===== config.mk =====
export PLATFORM = sky130hd
export DESIGN_NAME = icdf_div
export DESIGN_NICKNAME = d
export VERILOG_FILES = /design/src/hw/rtl/inverse_cdf_sampler_unit_defines.svh /design/src/hw/rtl/icdf_pkg.sv /design/src/hw/rtl/icdf_div.sv
export SDC_FILE = /design/constraint.sdc
export NUM_CORES = 1
export LEC_CHECK = 0
export BUFFER_PORTS_ARGS = -buffer_cell sky130_fd_sc_hd__buf_4
export CAP_MARGIN = 20
export CORE_UTILIZATION = 54
export DETAILED_ROUTE_END_ITERATION = 8
export GPL_TIMING_DRIVEN = 0
export PLACE_DENSITY = 0.8
export SETUP_SLACK_MARGIN = 0.1
export SLEW_MARGIN = 20
export SYNTH_ARGS = -nofsm -noshare
export SYNTH_HDL_FRONTEND = slang
export SYNTH_SLANG_ARGS = --single-unit
export TNS_END_PERCENT = 100

===== constraint.sdc =====
create_clock -name clk_i -period 3.15 [get_ports clk_i]
set_input_delay 0.1575 -clock clk_i [delete_from_list [all_inputs] [get_ports clk_i]]
set_output_delay 0.1575 -clock clk_i [all_outputs]
set_load 0.01 [all_outputs]

===== src/hw/rtl/inverse_cdf_sampler_unit_defines.svh =====
// assertion helpers, clocked on clk_i and disabled while rst_ni is low
`ifndef INVERSE_CDF_SAMPLER_UNIT_DEFINES_SVH
`define INVERSE_CDF_SAMPLER_UNIT_DEFINES_SVH

// property that must hold in the same cycle
`define ICDF_ASSERT_NOW(lbl, prop, msg) \
  lbl: assert property (@(posedge clk_i) disable iff (!rst_ni) (prop)) \
    else $error(msg);

// antecedent in one cycle implies consequent in the next
`define ICDF_ASSERT_NEXT(lbl, ante, cons, msg) \
  lbl: assert property (@(posedge clk_i) disable iff (!rst_ni) (ante) |=> (cons)) \
    else $error(msg);

`endif


===== src/hw/rtl/icdf_pkg.sv =====
package icdf_pkg;

  localparam int unsigned CFG_W  = 7;
  localparam int unsigned BIN_W  = 6;
  localparam int unsigned PROB_W = 17;
  localparam int unsigned VAL_W  = 24;
  localparam int unsigned U_W    = 16;
  localparam int unsigned SEG_W  = 7;

  // divider operand widths: |du * dv| < 2^41, |dp| < 2^17
  localparam int unsigned NUM_W  = 41;
  localparam int unsigned DEN_W  = 17;
  // wide signed sum ahead of saturation
  localparam int unsigned SUM_W  = 44;

  localparam logic [CFG_W-1:0]  MIN_BINS = 7'd2;
  localparam logic [CFG_W-1:0]  CFG_RST  = 7'd2;
  localparam logic [PROB_W-1:0] ONE_Q16  = 17'd65536;
  localparam logic [PROB_W-1:0] SUM_MAX  = 17'd131071;

  localparam logic OP_LOAD   = 1'b0;
  localparam logic OP_SAMPLE = 1'b1;

  typedef struct packed {
    logic [PROB_W-1:0]       prob;
    logic signed [VAL_W-1:0] value;
  } entry_t;

  typedef struct packed {
    logic             start;
    logic [NUM_W-1:0] num;
    logic [DEN_W-1:0] den;
  } div_req_t;

  typedef struct packed {
    logic             done;
    logic [NUM_W-1:0] quot;
  } div_rsp_t;

  function automatic logic signed [VAL_W-1:0] sat_val(input logic signed [SUM_W-1:0] x);
    logic [SUM_W-VAL_W:0] upper;
    logic [VAL_W-1:0]     res;
    upper = x[SUM_W-1:VAL_W-1];
    if (upper == '0 || upper == '1) begin
      res = x[VAL_W-1:0];
    end else if (x[SUM_W-1]) begin
      res = {1'b1, {(VAL_W-1){1'b0}}};
    end else begin
      res = {1'b0, {(VAL_W-1){1'b1}}};
    end
    return res;
  endfunction

endpackage


===== src/hw/rtl/icdf_div.sv =====
module icdf_div (
  input  logic               clk_i,
  input  logic               rst_ni,
  input  icdf_pkg::div_req_t req_i,
  output icdf_pkg::div_rsp_t rsp_o
);

  localparam int unsigned NUM_W = icdf_pkg::NUM_W;
  localparam int unsigned DEN_W = icdf_pkg::DEN_W;
  localparam int unsigned CNT_W = $clog2(NUM_W);

  logic             busy_q, done_q;
  logic [CNT_W-1:0] cnt_q;
  logic [DEN_W-1:0] rem_q, den_q;
  logic [NUM_W-1:0] quo_q;
  logic [DEN_W:0]   rem_sh;
  logic [DEN_W+1:0] trial;

  // restoring division, one quotient bit per cycle, dividend shifts out of quo_q
  assign rem_sh = {rem_q, quo_q[NUM_W-1]};
  assign trial  = {1'b0, rem_sh} - {2'b00, den_q};

  always_ff @(posedge clk_i or negedge rst_ni) begin
    if (!rst_ni) begin
      busy_q <= 1'b0;
      done_q <= 1'b0;
      cnt_q  <= '0;
    end else if (req_i.start) begin
      busy_q <= 1'b1;
      done_q <= 1'b0;
      cnt_q  <= CNT_W'(NUM_W - 1);
    end else if (busy_q) begin
      cnt_q <= cnt_q - CNT_W'(1);
      if (cnt_q == '0) begin
        busy_q <= 1'b0;
        done_q <= 1'b1;
      end
    end else begin
      done_q <= 1'b0;
    end
  end

  always_ff @(posedge clk_i) begin
    if (req_i.start) begin
      rem_q <= '0;
      den_q <= req_i.den;
      quo_q <= req_i.num;
    end else if (busy_q) begin
      if (!trial[DEN_W+1]) begin
        rem_q <= trial[DEN_W-1:0];
        quo_q <= {quo_q[NUM_W-2:0], 1'b1};
      end else begin
        rem_q <= rem_sh[DEN_W-1:0];
        quo_q <= {quo_q[NUM_W-2:0], 1'b0};
      end
    end
  end

  assign rsp_o.done = done_q;
  assign rsp_o.quot = quo_q;

endmodule


* Word level (Yosys, flattened, before mapping)
Cells that the tools add are included.
** Storage, ports and cells
- Flip-flop bits (word level) :: 83
- Bits in latches :: 0
- Memory bits (writable) :: 0
- Bits in read-only memories :: 0
- Output and inout port bits :: 42
- Memories kept :: 0
** Operators by class
- $add $sub $neg :: 2
- Multipliers :: 0
- Divide/modulo/power cells :: 0
- Magnitude comparators :: 0
- Equal/unequal tests :: 1
- Shift-type cells :: 0
- Mux-type cells :: 12
- Bitwise gates (word level) :: 0
- Reductions and logical operators :: 2
** Operator list (count)
- 2-to-1 mux 41 bit :: 2
- subtractor 18 x 17 -> 19 bit :: 1
- 2-to-1 mux 17 bit :: 1
- 2-to-1 mux 6 bit :: 2
- 2-to-1 mux 1 bit :: 7
- logical NOT 6 bit :: 1
- subtractor 6 x 1 -> 6 bit (second input constant) :: 1
- inequality test 3 x 2 -> 1 bit (second input constant) :: 1
- nonzero test 2 bit :: 1

* Logic depth before layout (Yosys ltp)
- Depth in word-level cells :: 4
- Gate-level depth with buffers :: 11
- Gate-level depth less buffers :: 10

* Least setup slack after synthesis
No wires, ideal clock.
- Path type :: register -> register
- Start point :: register quo_q[40]
- End point :: register quo_q[0] (data pin)
- Setup time :: 0.260 ns
- Arrival time :: 2.530 ns
- Slack :: 0.360 ns
- Stages on the path, launching flop included :: 12
- Clock period less this slack :: 2.790 ns
- Cell sequence :: edfxtp_1 > inv_1 > ha_1 > inv_1 > fa_1 > a21o_1 > a221oi_2 > or4_1 > o211a_2 > buf_2 > inv_1 > mux2_2
** Between the ends
- Longest elaborated chain between the ends :: 4
** RTL lines
- start, declared :: RTL line icdf_div.sv:15 : logic [NUM_W-1:0] quo_q;
- start signal, assigned :: RTL line icdf_div.sv:47 : quo_q <= req_i.num;
- start signal, assigned :: RTL line icdf_div.sv:51 : quo_q <= {quo_q[NUM_W-2:0], 1'b1};
- start signal, assigned :: RTL line icdf_div.sv:54 : quo_q <= {quo_q[NUM_W-2:0], 1'b0};
- subtractor 18 x 17 -> 19 bit :: RTL line icdf_div.sv:21 : assign trial = {1'b0, rem_sh} - {2'b00, den_q};
- 2-to-1 mux 1 bit :: RTL line icdf_div.sv:49 : if (!trial[DEN_W+1]) begin
- 2-to-1 mux 41 bit :: RTL line icdf_div.sv:48 : end else if (busy_q) begin
- 2-to-1 mux 41 bit :: RTL line icdf_div.sv:44 : if (req_i.start) begin
No other way between the ends. The select of a mux whose other input is x is not followed.
A chain may end at the register's enable or synchronous reset.

* Final worst setup path
Same ends and word-level chain as after synthesis.

==> run summary <==
====================================================================================================
Run status ............................................................................    completed
Vias ..................................................................................        3,371
GRT Resource Usage Total ..............................................................        0.240
Antenna Cells .........................................................................            0
Type of the most critical hold path ................................................... primary input to flip-flop
Last weighted congestion value of the routability-driven placer .......................        0.859
Final TNS setup .......................................................................         0 ns
Crit end category .....................................................................    flip-flop
Reg-to-reg slack, setup ...............................................................      0.23 ns
Peak supply drop ......................................................................     0.398 mV
Number of flops mapped to enable cells by yosys .......................................           58
Static Leakage ........................................................................      2.43 nW
HPWL after DPL ........................................................................      6890 um
Number of rows created at floorplan ...................................................           32
Sequential fraction of the synthesis area .............................................        0.530
Arrival time of data at the critical path endpoint ....................................      3.04 ns
Global-route wire length before repair ................................................    15,500 um
Max-slew violation count ..............................................................            0
Maximum frequency from static timing analysis .........................................      343 MHz
Average wire per cell in the routed design ............................................      15.8 um
DIE AREA .............................................................................. 0.00834 sq mm
Initial antenna violation count .......................................................            0
Startpoint-to-endpoint class of the critical path ..................................... flip-flop to flip-flop
Fraction of layout instances using a drive strength above 1 ...........................        0.340
Antenna violation net count after detailed routing ....................................            0
Clock sink count ......................................................................           83
Largest driver fanout on the critical path ............................................           10
Floorplan Core Area ................................................................... 0.00773 sq mm
Die Ht ................................................................................      91.3 um
Syn_nets ..............................................................................          447
Predominant post-synthesis flop cell .................................................. sky130_fd_sc_hd__edfxtp_1
Nature of the critical path startpoint ................................................    flip-flop
Register bit total from synthesis .....................................................           83
Final period util .....................................................................        0.926
Largest net degree at the start of global routing .....................................           42
Max-cap violation count ...............................................................            0
Buffer levels on the longest clock path ...............................................            2
Share of flip-flops with an asynchronous set or reset after synthesis .................       0.0964
Post-Synthesis Mean Instance Area .....................................................   11.8 sq um
Cell area after synthesis ............................................................. 0.00431 sq mm
Number of top-level design ports ......................................................          103
Overall overflow remaining after global route .........................................            0
Total wire length after detailed routing ..............................................      9620 um
Number of nets in the layout ..........................................................          582
Clk root buf .......................................................................... sky130_fd_sc_hd__clkbuf_8
Number of CTS-inserted buffers ........................................................            9
Final setup violating endpoints .......................................................            0
DR DRC count ..........................................................................            0
Clock skew after layout ...............................................................    0.0133 ns
Drt first pass iters ..................................................................            4
Time the worst path needs with I/O delays and setup ...................................      2.92 ns
1st-iter DRT viols ....................................................................          202
TritonCTS clock tree ..................................................................          yes
Initial standard-cell utilization of the core .........................................        0.557
Number of levels the H-tree was split into ............................................            3
Hold Worst Slack ......................................................................    0.0924 ns
Die Span X ............................................................................      91.3 um
Clock-pin slew reported for the worst setup and hold paths after clock tree synthesis .      0.10 ns
Required time of the critical path ....................................................      3.27 ns
Number of hold-slack violations in the final timing report ............................            0
Leading cell type in the layout, fill and taps excluded ............................... sky130_fd_sc_hd__buf_4
Synthesized netlist cell count ........................................................          366
Most frequent cells in the layout ..................................................... sky130_fd_sc_hd__buf_4, sky130_fd_sc_hd__edfxtp_1, sky130_fd_sc_hd__mux2_2
Setup repair after global routing missed its margin ...................................           no
Count of yosys warnings during synthesis ..............................................            0
Worst-Margin Slew .....................................................................     0.965 ns
Distinct cell type count of the synthesized netlist ...................................           51
Vias in the first global route ........................................................        3,348
# port buffers ........................................................................          102
Cell Pwr Density ......................................................................  661 mW/mm^2
Relative max-transition margin ........................................................        0.356
Avg Vias per Cell .....................................................................         5.54
Synthesis-to-finish area growth .......................................................        30.2%
Source-to-sink clock delay at the later pin of the worst-skew pair ....................      0.36 ns
Total of fill cells in the finished design ............................................          554
====================================================================================================
[path summary, 6_finish.rpt]
check,endpoint,from,cells past startpoint
min in group asynchronous,cnt_q[5],rst_ni,2
max reg2reg,quo_q[0],quo_q[40],11
min reg2reg,done_q,done_q,2
max,quo_q[0],quo_q[40],11
max in group asynchronous,cnt_q[1],rst_ni,2
min,quo_q[13],req_i[30],2
[cell usage after synthesis (all sizes together), types with 6 or more instances]
| library cell | n | area share |
|---|---|---|
| nand2b | 6 | 0.0087 |
| dfrtp | 8 | 0.046 |
| dfxtp | 17 | 0.079 |
| ha | 19 | 0.055 |
| edfxtp | 58 | 0.40 |
| a21oi | 20 | 0.023 |
| xnor2 | 9 | 0.018 |
| clkbuf | 13 | 0.011 |
| mux2 | 42 | 0.11 |
| o21ai | 6 | 0.0070 |
| xor2 | 7 | 0.014 |
| buf | 6 | 0.0078 |
| or3 | 6 | 0.0087 |
| nor2 | 31 | 0.027 |
| nor3 | 6 | 0.0070 |
| inv | 23 | 0.020 |
| mux2i | 10 | 0.023 |
| nand2 | 18 | 0.016 |
| a211oi | 11 | 0.019 |
[logic make-up (layout without fill, tap and decap cells)]
kind of cell,count (synthesis),after routing,share of synthesized area
multiplexers,52,52,0.133
buffers and inverters,42,182,0.0392
adder cells (fa/ha/maj),20,20,0.0598
flip-flops,83,83,0.530
AO/OA/AOI/OAI,64,64,0.104
AND/OR/NAND/NOR,89,89,0.102
XOR/XNOR,16,16,0.0325
[sequential cells by signal, indices dropped and copies added, names as in the netlist]
signal and cells:
quo_q 41, rem_q 17, done_q 1, busy_q 1, cnt_q 6, den_q 17
[cell type report]
class | count | area (sq um) | share of cell area
clock inverter | 7 | 52.6 | 0.00937
tap | 102 | 128 | 0.0228
clock buffer | 9 | 124 | 0.0221
multi-input combinational | 241 | 1870 | 0.334
inverter | 23 | 86.3 | 0.0154
sequential | 83 | 2280 | 0.407
buffer | 19 | 85.1 | 0.0152
timing repair buffer | 124 | 976 | 0.174
[metal layers]
layer | wire [um] | global-route usage | vias up
met1 | 4050 | 0.291 | 1635
met2 | 4940 | 0.424 | 93
li1 | - | - | 1622
met4 | 256 | 0.102 | 0
met3 | 378 | 0.0360 | 21
met5 | 0 | 0 | -
[what timing repair did]
action | in CTS | in global routing
setup endpoints to repair | 1 | 12
endpoints found under the hold margin | 25 | 0
pin swaps | 0 | 1
resized for setup | 1 | 3
hold buffers | 18 | 0
buffers inserted | 0 | 4
[per-stage QoR]
stage                     worst slack, ns  power, mW   util  std cells  area [sq um]
final                               0.234       3.71  0.726        608          5610
after global routing               0.0941       3.92  0.726        608          5610
after CTS                           0.135       3.65  0.721        604          5570
after detailed placement           0.0389       2.91  0.673        570          5200
after global placement             0.0707       2.86  0.673        570          5200
after floorplan                     0.360       2.50      -        366          4310
[worst max-delay path: stages, from the launching register on]
cell and delay, ns:
sky130_fd_sc_hd__edfxtp_1 0.43, sky130_fd_sc_hd__inv_1 0.08, sky130_fd_sc_hd__ha_1 0.18, sky130_fd_sc_hd__inv_1 0.06, sky130_fd_sc_hd__fa_1 0.40, sky130_fd_sc_hd__a21o_1 0.22, sky130_fd_sc_hd__a221oi_4 0.40, sky130_fd_sc_hd__or4_1 0.20
sky130_fd_sc_hd__o211a_4 0.22, sky130_fd_sc_hd__buf_4 0.19, sky130_fd_sc_hd__inv_1 0.06, sky130_fd_sc_hd__mux2_2 0.25
[report_power, final]
part | internal (mW) | switching, mW
Sequential | 1.37 | 0.137
Combinational | 0.728 | 0.766
Clock | 0.292 | 0.415
Power figures use the tool's default switching activity.
