--- src/hw/rtl/inverse_cdf_sampler_unit_defines.svh ---
// assertion helpers, clocked on clk_i and disabled while rst_ni is low
`ifndef INVERSE_CDF_SAMPLER_UNIT_DEFINES_SVH
`define INVERSE_CDF_SAMPLER_UNIT_DEFINES_SVH

// property that must hold in the same cycle
`define ICDF_ASSERT_NOW(lbl, prop, msg) \
  lbl: assert property (@(posedge clk_i) disable iff (!rst_ni) (prop)) \
    else $error(msg);

// antecedent in one cycle implies consequent in the next
`define ICDF_ASSERT_NEXT(lbl, ante, cons, msg) \
  lbl: assert property (@(posedge clk_i) disable iff (!rst_ni) (ante) |=> (cons)) \
    else $error(msg);

`endif

--- src/hw/rtl/icdf_ram.sv ---
module icdf_ram #(
  parameter int unsigned WIDTH = 8,
  parameter int unsigned DEPTH = 4
) (
  input  logic                     clk_i,
  input  logic                     we_i,
  input  logic [$clog2(DEPTH)-1:0] waddr_i,
  input  logic [WIDTH-1:0]         wdata_i,
  input  logic                     re_i,
  input  logic [$clog2(DEPTH)-1:0] raddr_i,
  output logic [WIDTH-1:0]         rdata_o
);

  logic [WIDTH-1:0] mem_q [DEPTH];
  logic [WIDTH-1:0] rdata_q;

  always_ff @(posedge clk_i) begin
    if (we_i) begin
      mem_q[waddr_i] <= wdata_i;
    end
    if (re_i) begin
      rdata_q <= mem_q[raddr_i];
    end
  end

  assign rdata_o = rdata_q;

endmodule

--- config.mk ---
export PLATFORM = sky130hd
export DESIGN_NAME = icdf_ram
export DESIGN_NICKNAME = d
export VERILOG_FILES = /design/src/hw/rtl/inverse_cdf_sampler_unit_defines.svh /design/src/hw/rtl/icdf_ram.sv
export SDC_FILE = /design/constraint.sdc
export NUM_CORES = 1
export LEC_CHECK = 0
export BUFFER_PORTS_ARGS = -buffer_cell sky130_fd_sc_hd__buf_4
export CELL_PAD_IN_SITES_DETAIL_PLACEMENT = 2
export CELL_PAD_IN_SITES_GLOBAL_PLACEMENT = 2
export CORE_MARGIN = 3
export CORE_UTILIZATION = 36
export CTS_CLUSTER_SIZE = 10
export DETAILED_ROUTE_END_ITERATION = 10
export PLACE_DENSITY = 0.65
export SETUP_SLACK_MARGIN = 0.4
export SYNTH_ARGS = -nofsm -noshare
export SYNTH_HDL_FRONTEND = slang
export SYNTH_SLANG_ARGS = --single-unit
--- constraint.sdc ---
create_clock -name clk_i -period 1.4 [get_ports clk_i]
set_input_delay 0.07 -clock clk_i [delete_from_list [all_inputs] [get_ports clk_i]]
set_output_delay 0.07 -clock clk_i [all_outputs]
set_load 0.02 [all_outputs]
Word level (Yosys, flattened, before mapping)
Memories as Yosys holds them, arrays and structs flattened. A register that Yosys moved wholly into a read port is not among the register bits.
Index checks and enable logic that the tools add are counted.
Word-level totals
  memories: 1
  memory bits (read-only): 0
  RAM bits: 32
  word-level logic and storage cells: 3
  register bits: 0
  latch bits: 0
  output and inout port bits: 8
Memory list
  mem_q: depth 4, width 8, read ports 1, clocked after memory_dff 1, wr ports 1, line icdf_ram.sv:14  | logic [WIDTH-1:0] mem_q [DEPTH];
Cells by class
  eq/ne operators: 0
  multiply operators: 0
  order comparisons: 0
  reductions and logical operators: 0
  $add $sub $neg: 0
  bitwise operators: 0
  multiplexer cells: 2
  div/mod/pow operators: 0
  shift-type cells: 0
Operators by type and width (count)
  $mux 1: 2

Longest topological paths before layout
Gate-level depths: netlist of run 1.
  depth after elaboration: 2
  mapped depth: 2
  gate-level depth less buffers: 1

Least setup slack after synthesis of run 1
Ideal clock, no wire load.
  path kind: input to register
  start: in waddr_i[0]
  end: mem mem_q[0][0], enable pin
  stages: 1
  library setup time: 0.385 ns
  data required time: 1.015 ns
  slack: 0.266 ns
  data arrival time: 0.749 ns
  cell sequence: nor3b_1
RTL lines
  start, declared: line icdf_ram.sv:7  | input logic [$clog2(DEPTH)-1:0] waddr_i,
  end, declared: line icdf_ram.sv:14
No word-level cell before the write port.

Worst setup path after layout of run 1
  start: mem mem_q[2][2]
  end: reg rdata_q[2] (netlist: rdata_o[2]) (read register of mem_q) (data pin)
RTL lines
  end, declared: line icdf_ram.sv:15  | logic [WIDTH-1:0] rdata_q;
No word-level cell between the ends.

==> flow_summary.ini, run 1 <==
[cts]
cts_sinks = 40
numCtsBuffers = 5
cts-root-buf = clkbuf_8
clk_pin_slew_ns = 0.07
cts_resized = 0
cts_tree = built
cts_buffer_depth = 2
clk_latency_ns = 0.28
cts_setup_buffers = 0
htreeDepth = 2

[synth]
ys_types = 7
syn-cell-area_mm2 = 0.00143
syn_avg_cell_area_um2 = 26.5
async_flop_share_pct = 0
synth_common_cells = edfxtp_1, mux4_2, and3b_1
synth.most_common_cell = edfxtp_1
synth_top_cells_by_area = edfxtp_1, mux4_2, and3b_1
ys_ff_latch = 40
synth_seq_area_share_pct = 84.1
synth_top_cell_area_share_pct = 84.1
synth_cells = 54
synth_warnings = 0
synth_flop_cell = edfxtp_1
synth_nets = 69
synth_edf_count = 40
synth_top_area_cell = edfxtp_1

[critical_path]
crit_family = multiplexers
cp.buffers_inverters = 0
slowest_stage = mux4_2
cp_cell_sequence = mux4_2
worstPathRequired_ns = 1.42
cp-start-kind = flip-flop
path_class = flip-flop to flip-flop
crit_path_end_kind = flip-flop
arrival_ns = 1.19
slowest_delay_ns = 0.49
cp_max_fo = 1

[floorplan]
die_height_um = 69
die_w_um = 69
core_mm2 = 0.00374
start_util_pct = 38.2
num_io_pins = 23
die_area_mm2 = 0.00476
row_count = 22

[hold_path]
hold_class = primary input to flip-flop

[timing]
tns_ns = 0
setup_viol = 0
fin_skew_ns = 0.00658
slew_violations = 0
fin_crit_ns = 1.18
worst_slew_pin_slew_ns = 0.440
rsz0062_at_grt = true
slew_headroom_pct = 70.6
fmax_mhz = 849
hold_viol_final = 0
fin_crit_sh_pct = 84.1

[place]
dp_cells = 123
post-dp-hpwl_mm = 1.94
portBuffers = 22
gp_congestion = 0.612
place_area_mm2 = 0.00165

[route]
vias = 670
final_antenna_net_count = 0
drt_iter0_markers = 47
drt-total-wl_mm = 2.72
routedWlPerCell_um = 19.6
vias_per_cell = 4.82
dr.pass1.iters = 4
drc = 0

[global_route]
grt_pass1_vias = 757
grt_usage_pct = 12.7
gr-total-overflow = 0
grt_max_degree = 12
antenna_found_initial = 0
grt_pass1_wl_mm = 4.35

[pwr]
ir_worst_vdd_uv = 594
p_leak_nw = 0.630
p_total_w = 0.00229
power_per_cell_area_mw_per_mm2 = 1270

[flow_run]
max-cap-violations = 0

[final_layout]
post_route_cells_drive_above_1_share_pct = 40.7
diodes = 0
final_cell_area_mm2 = 0.00181
nNetsFinal = 105
area_delta_synth_final_pct = 26.7
fin_cells = 139
postLayoutCoreUtil_pct = 48.4

[status]
status = finished, final reports clean
## sequential cells by signal, indices dropped and copies added (netlist names)
register,cells
mem_q,32
rdata_o,8
## cell families after synthesis
group                  after synthesis  synth area share [%]
DFF                                 40                  84.1
buffers and inverters                2                  1.14
muxes                                8                  12.6
and+or+nand+nor                      4                  2.19
## power breakdown
group	internal, W	leakage [nW]	switching [W]
logic	0.0000995	0.218	0.0000901
clock network	0.000346	0.0399	0.000347
registers	0.00139	0.372	0.0000185
## cell type report
cell class | count | area (um^2)
Timing Repair Buffer | 31 | 253
Tap cell | 48 | 60.1
Sequential cell | 40 | 1200
Fill cell | 357 | 1930
Multi-Input combinational cell | 12 | 216
Clock inverter | 1 | 3.75
Clock buffer | 7 | 76.3
## final timing paths
path / startpoint / to / slack, ns / depth (start not counted)
max reg2reg: mem_q[2][2]$_DFFE_PP_ / rdata_o[2]$_DFFE_PP_ / 0.22 / 1
min: re_i / rdata_o[6]$_DFFE_PP_ / 0.1 / 1
min reg2reg: mem_q[2][1]$_DFFE_PP_ / rdata_o[1]$_DFFE_PP_ / 0.64 / 1
max: mem_q[2][2]$_DFFE_PP_ / rdata_o[2]$_DFFE_PP_ / 0.22 / 1
## through the flow
stage | worst slack [ns] | hold WS [ns]
2_1_floorplan | 0.353 | 0.169
3_3_place_gp | 0.311 | 0.271
3_5_place_dp | 0.217 | 0.274
4_1_cts | 0.213 | 0.000824
5_1_grt | 0.188 | 0.0920
6_report | 0.223 | 0.0970
## per-layer routing
layer	global-route usage, %	up-vias	routed length, um
met3	4.96	2	142
li1	-	303	-
met4	3.90	0	8
met5	0	-	0
met2	19.9	20	1380
met1	16.3	345	1190
## what timing repair did
action	4_1_cts	5_1_grt
endpoints found under the hold margin	28	4
cloned	0	0
hold buffers	7	1
endpoints found under the setup margin	8	8
## layout by cell type, fill, tap and decap left out
cell | netlist | routed
buf_4 | 0 | 23
dlygate4sd3_1 | 0 | 8
clkbuf_1 | 0 | 2
and3b_1 | 2 | 2
mux4_2 | 8 | 8
clkinv_1 | 0 | 1
nor3b_2 | 0 | 1
clkbuf_8 | 0 | 5
and3_1 | 1 | 1
edfxtp_1 | 40 | 40
(Power assumes the default switching activity.)
==> inputs of run 2 (changes only) <==
- clock period: 1.4 -> 1.2 ns (I/O delays scaled with it)
==> run 2 against run 1 <==
Compared with the run above:
- via count rose by 2.8%
- sequential share of layout area fell by 3.1 points
- critical path depth did not move
- flip-flop and latch count did not move
- fmax rose by 5.1%
- wire length fell by 2.7%
- critical endpoint is now rdata_o[0]$_DFFE_PP_
- largest cell class unchanged
- largest power group unchanged
==> flow_summary.ini, run 2 (synthesis results as in run 1) <==
[floorplan]
die_area_mm2 = 0.00476
start_util_pct = 38.2
row_count = 22
die_w_um = 69
core_mm2 = 0.00374
num_io_pins = 23
die_height_um = 69

[timing]
setup_ws_ns = 0.0795
rsz0062_at_grt = true
hold_viol_final = 0
worst_slew_pin_slew_ns = 0.302
slew_violations = 0
slew_headroom_pct = 79.9
fin_crit_ns = 1.12
fin_crit_sh_pct = 93.4
fmax_mhz = 892
setup_viol = 0
fin_skew_ns = 0.00301
tns_ns = 0

[cts]
cts_sinks = 40
cts_setup_buffers = 0
cts_tree = built
clk_latency_ns = 0.28
htreeDepth = 2
clk_pin_slew_ns = 0.07
cts-root-buf = clkbuf_8
numCtsBuffers = 5
cts_buffer_depth = 2

[critical_path]
worstPathRequired_ns = 1.22
arrival_ns = 1.14
cp-start-kind = flip-flop
worstRegToRegCells = 1
cp_cell_sequence = mux4_2
slowest_delay_ns = 0.47
cp_max_fo = 1
rrSetupSlack_ns = 0.08
path_class = flip-flop to flip-flop
timing.rr.start = mem_q[0][0]$_DFFE_PP_
crit_family = multiplexers
cp.buffers_inverters = 0
crit_path_end_kind = flip-flop
slowest_stage = mux4_2
worstReg2RegEnd = rdata_o[0]$_DFFE_PP_

[global_route]
grt_pass1_wl_mm = 4.41
grt_usage_pct = 12.7
gr-total-overflow = 0
gr-max-usage-layer = met2
grt_util_met3_pct = 5.25
grt_use_met2_pct = 21.2
antenna_found_initial = 0
grt_max_degree = 12
grt_pass1_vias = 827
grt_use_met1_pct = 14.5

[final_layout]
area_delta_synth_final_pct = 32.9
fill_cells = 342
largest_register_ffs = 32
post_route_cells_drive_above_1_share_pct = 44.9
multiInputGateArea_um2 = 223
final-seq-area_mm2 = 0.00120
largest-register = mem_q
nNetsFinal = 112
final_cell_mix = edfxtp_1, buf_4, mux4_2, dlygate4sd3_1, buf_6
diodes = 0
layout_commonest_cell = edfxtp_1

[route]
drt-total-wl_mm = 2.65
vias_per_cell = 4.72
drc = 0
final_antenna_net_count = 0
dr.pass1.iters = 4
vias = 689
routedWlPerCell_um = 18.2
drt_iter0_markers = 44

[flow_run]
max-cap-violations = 0

[pwr]
p_leak_nw = 0.680
ir_worst_vdd_uv = 698
power_per_cell_area_mw_per_mm2 = 1430

[place]
portBuffers = 22
post-dp-hpwl_mm = 1.93
pre_cts_ws_ns = 0.0711
gp_congestion = 0.617

[status]
status = finished, final reports clean

[hold_path]
whs_endpoint = rdata_o[7]$_DFFE_PP_
hold_class = primary input to flip-flop
min_from = re_i
whs_path_depth = 1
[run 2: timing repair]
item,in CTS,in global routing
endpoints found under the hold margin,32,0
resized for setup,8,0
endpoints found under the setup margin,16,16
pin swaps,0,0
hold buffers,8,0
[run 2: worst max-delay path by stage]
stage,start,end,slack (ns),depth (start not counted)
6_report,mem_q[0][0]$_DFFE_PP_,rdata_o[0]$_DFFE_PP_,0.08,1
5_1_grt,mem_q[0][3]$_DFFE_PP_,rdata_o[3]$_DFFE_PP_,0.06,1
4_1_cts,mem_q[0][3]$_DFFE_PP_,rdata_o[3]$_DFFE_PP_,0.07,1
3_5_place_dp,mem_q[0][3]$_DFFE_PP_,rdata_o[3]$_DFFE_PP_,0.07,1
3_3_place_gp,mem_q[3][4]$_DFFE_PP_,rdata_o[4]$_DFFE_PP_,0.12,1
2_1_floorplan,mem_q[3][0]$_DFFE_PP_,rdata_o[0]$_DFFE_PP_,0.15,1
[run 2: layout make-up]
cell class / count / share of cell area [%]
clock inverters: 1 / 0.198
flip-flops and latches: 40 / 63.2
repair buffers: 38 / 17.7
multi-input cells: 12 / 11.7
clock buffers: 7 / 4.02
well taps: 48 / 3.16
[run 2: per-stage QoR]
step	cell area [um^2]	std cells	hold WS, ns	utilization [%]	total power [W]
2_1_floorplan	1440	54	0.159	-	0.00177
3_3_place_gp	1710	130	0.260	45.7	0.00188
3_5_place_dp	1710	130	0.266	45.7	0.00189
4_1_cts	1900	146	0.0727	50.7	0.00276
5_1_grt	1900	146	0.0730	50.7	0.00284
6_report	1900	146	0.0749	50.7	0.00272
[run 2: routing by layer]
| metal | vias up | wire length [um] |
|---|---|---|
| met5 | - | 0 |
| met4 | 0 | 35 |
| met3 | 5 | 130 |
| met2 | 22 | 1410 |
| met1 | 348 | 1080 |
| li1 | 314 | - |
[run 2: power by group]
group / leakage, nW / switching (W) / internal, W / total (W)
Clock: 0.0399 / 0.000418 / 0.000404 / 0.000823
Sequential: 0.372 / 0.0000228 / 0.00162 / 0.00165
Combinational: 0.268 / 0.000106 / 0.000140 / 0.000246
Total: 0.680 / 0.000547 / 0.00217 / 0.00272
==> inputs of run 3 (changes only) <==
- CORE_UTILIZATION: 36 -> 42
- PLACE_DENSITY: 0.65 -> 0.74
==> run 3 against run 2 <==
Compared with the run above:
- first-iteration DRC count shrank 20%
- wire length increased by 4.5%
- via count fell by 2.6%
- largest cell class unchanged
- non-clock buffer count is 4 lower
- cell count down 5.5%
- worst setup slack got worse by 0.0066 ns
- count of clock-buffer cells in the layout fell by 2
- combinational power about the same
- fmax is 0.59% lower
- critical path depth stayed put
- clock skew increased by 0.0099 ns
- highest routed layer unchanged
- critical endpoint is now rdata_o[5]$_DFFE_PP_
==> flow_summary.ini, run 3 (synthesis results as in run 1) <==
[critical_path]
worstPathRequired_ns = 1.30
crit_family = multiplexers
worstRegToRegCells = 1
crit_cells = 1
timing.rr.start = mem_q[2][5]$_DFFE_PP_
crit_path_end_kind = flip-flop
startpoint = mem_q[2][5]$_DFFE_PP_
cp-start-kind = flip-flop
path_class = flip-flop to flip-flop
cp_cell_sequence = mux4_2
arrival_ns = 1.22
cp_max_fo = 1
slowest_delay_ns = 0.48
cp.buffers_inverters = 0
slowest_stage = mux4_2

[floorplan]
num_io_pins = 23
die_area_mm2 = 0.00414
core_mm2 = 0.00315
start_util_pct = 45.3
die_height_um = 64.3
row_count = 20
die_w_um = 64.3

[global_route]
grt_usage_pct = 16.0
grt_pass1_wl_mm = 4.53
grt_max_degree = 14
antenna_found_initial = 0
gr-total-overflow = 0
grt_pass1_vias = 779

[timing]
hold_ws_ns = 0.154
worst_slew_pin_slew_ns = 0.436
tns_ns = 0
rsz0062_at_grt = true
fin_skew_ns = 0.0129
slew_violations = 0
setup_viol = 0
hold_viol_final = 0
fin_crit_sh_pct = 93.9
fmax_mhz = 887
fin_crit_ns = 1.13
slew_headroom_pct = 71.0

[place]
portBuffers = 22
gp_congestion = 0.630

[status]
status = finished, final reports clean

[pwr]
p_total_w = 0.00277
p_leak_nw = 0.659
p_seq_share_pct = 59.6
clockPowerShare_pct = 31.6
ir_worst_vdd_uv = 1500
combPwrFrac_pct = 8.8
p_int_w = 0.00219
swShare_pct = 20.7
power_per_cell_area_mw_per_mm2 = 1480
p_sw_w = 0.000573

[final_layout]
area_delta_synth_final_pct = 30.6
nNetsFinal = 108
post_route_cells_drive_above_1_share_pct = 44.7
largest_register_ffs = 32
final_cell_mix = edfxtp_1, buf_4, dlygate4sd3_1, mux4_2, buf_6
diodes = 0
layout_commonest_cell = edfxtp_1
largest-register = mem_q

[cts]
cts-root-buf = clkbuf_4
cts_sinks = 40
numCtsBuffers = 5
clk_latency_ns = 0.35
cts_buffer_depth = 2
htreeDepth = 2
cts_tree = built
clk_pin_slew_ns = 0.13

[hold_path]
hold_class = primary input to flip-flop
min_from = raddr_i[1]
whs_path_depth = 2

[route]
final_antenna_net_count = 0
drc = 0
dr.pass1.iters = 4
vias_per_cell = 4.86
drt-total-wl_mm = 2.77
routedWlPerCell_um = 20.1
vias = 671
drt_iter0_markers = 35

[flow_run]
max-cap-violations = 0
## run 3: changes by cell type in the layout (fill, tap and decap cells not counted), sizes merged
cell,change
bufinv,+1
buf,-5
dlygate4sd3,+1
clkinvlp,+1
clkbuf,-2
## run 3: per-layer routing
metal / GRT usage [%] / share of wire [%] / up-vias
met5: 0 / 0 / -
met4: 6.33 / 2.0 / 0
met3: 5.10 / 4.5 / 7
met2: 26.5 / 54 / 21
met1: 19.4 / 39 / 336
li1: - / - / 307
## run 3: power groups by stage
stage,registers [W],clock network (W),logic [W]
floorplan,0.00169,0,0.0000740
global placement,0.00167,0,0.000198
detailed placement,0.00168,0,0.000209
CTS,0.00165,0.000899,0.000245
global route,0.00166,0.000978,0.000262
finish,0.00165,0.000874,0.000243
## run 3: path summary, 6_finish.rpt
kind / endpoint / slack, ns
max: rdata_o[5]$_DFFE_PP_ / 0.07
min: rdata_o[1]$_DFFE_PP_ / 0.15
max reg2reg: rdata_o[5]$_DFFE_PP_ / 0.07
min reg2reg: rdata_o[6]$_DFFE_PP_ / 0.64
## run 3: layout make-up
| cell class | count | area [um^2] |
|---|---|---|
| clock buffer | 5 | 37.5 |
| clock inverter | 3 | 42.5 |
| fill | 287 | 1290 |
| multi-input combinational | 12 | 223 |
| sequential | 40 | 1200 |
| tap | 44 | 55.1 |
| timing repair buffer | 34 | 308 |
## run 3: what timing repair did
action,in CTS,in global routing
endpoints found under the setup margin,16,16
resized for setup,8,0
setup buffers,0,0
hold buffers,9,0
hold endpoints to repair,40,0
## run 3: per-stage QoR
| step | setup slack (ns) | cell area (um^2) | util (%) | cells |
|---|---|---|---|---|
| finish | 0.0728 | 1870 | 59.2 | 138 |
| global route | 0.0438 | 1870 | 59.2 | 138 |
| CTS | 0.0659 | 1870 | 59.2 | 138 |
| detailed placement | 0.0725 | 1670 | 52.9 | 121 |
| global placement | 0.145 | 1670 | 52.9 | 121 |
| floorplan | 0.153 | 1440 | - | 54 |
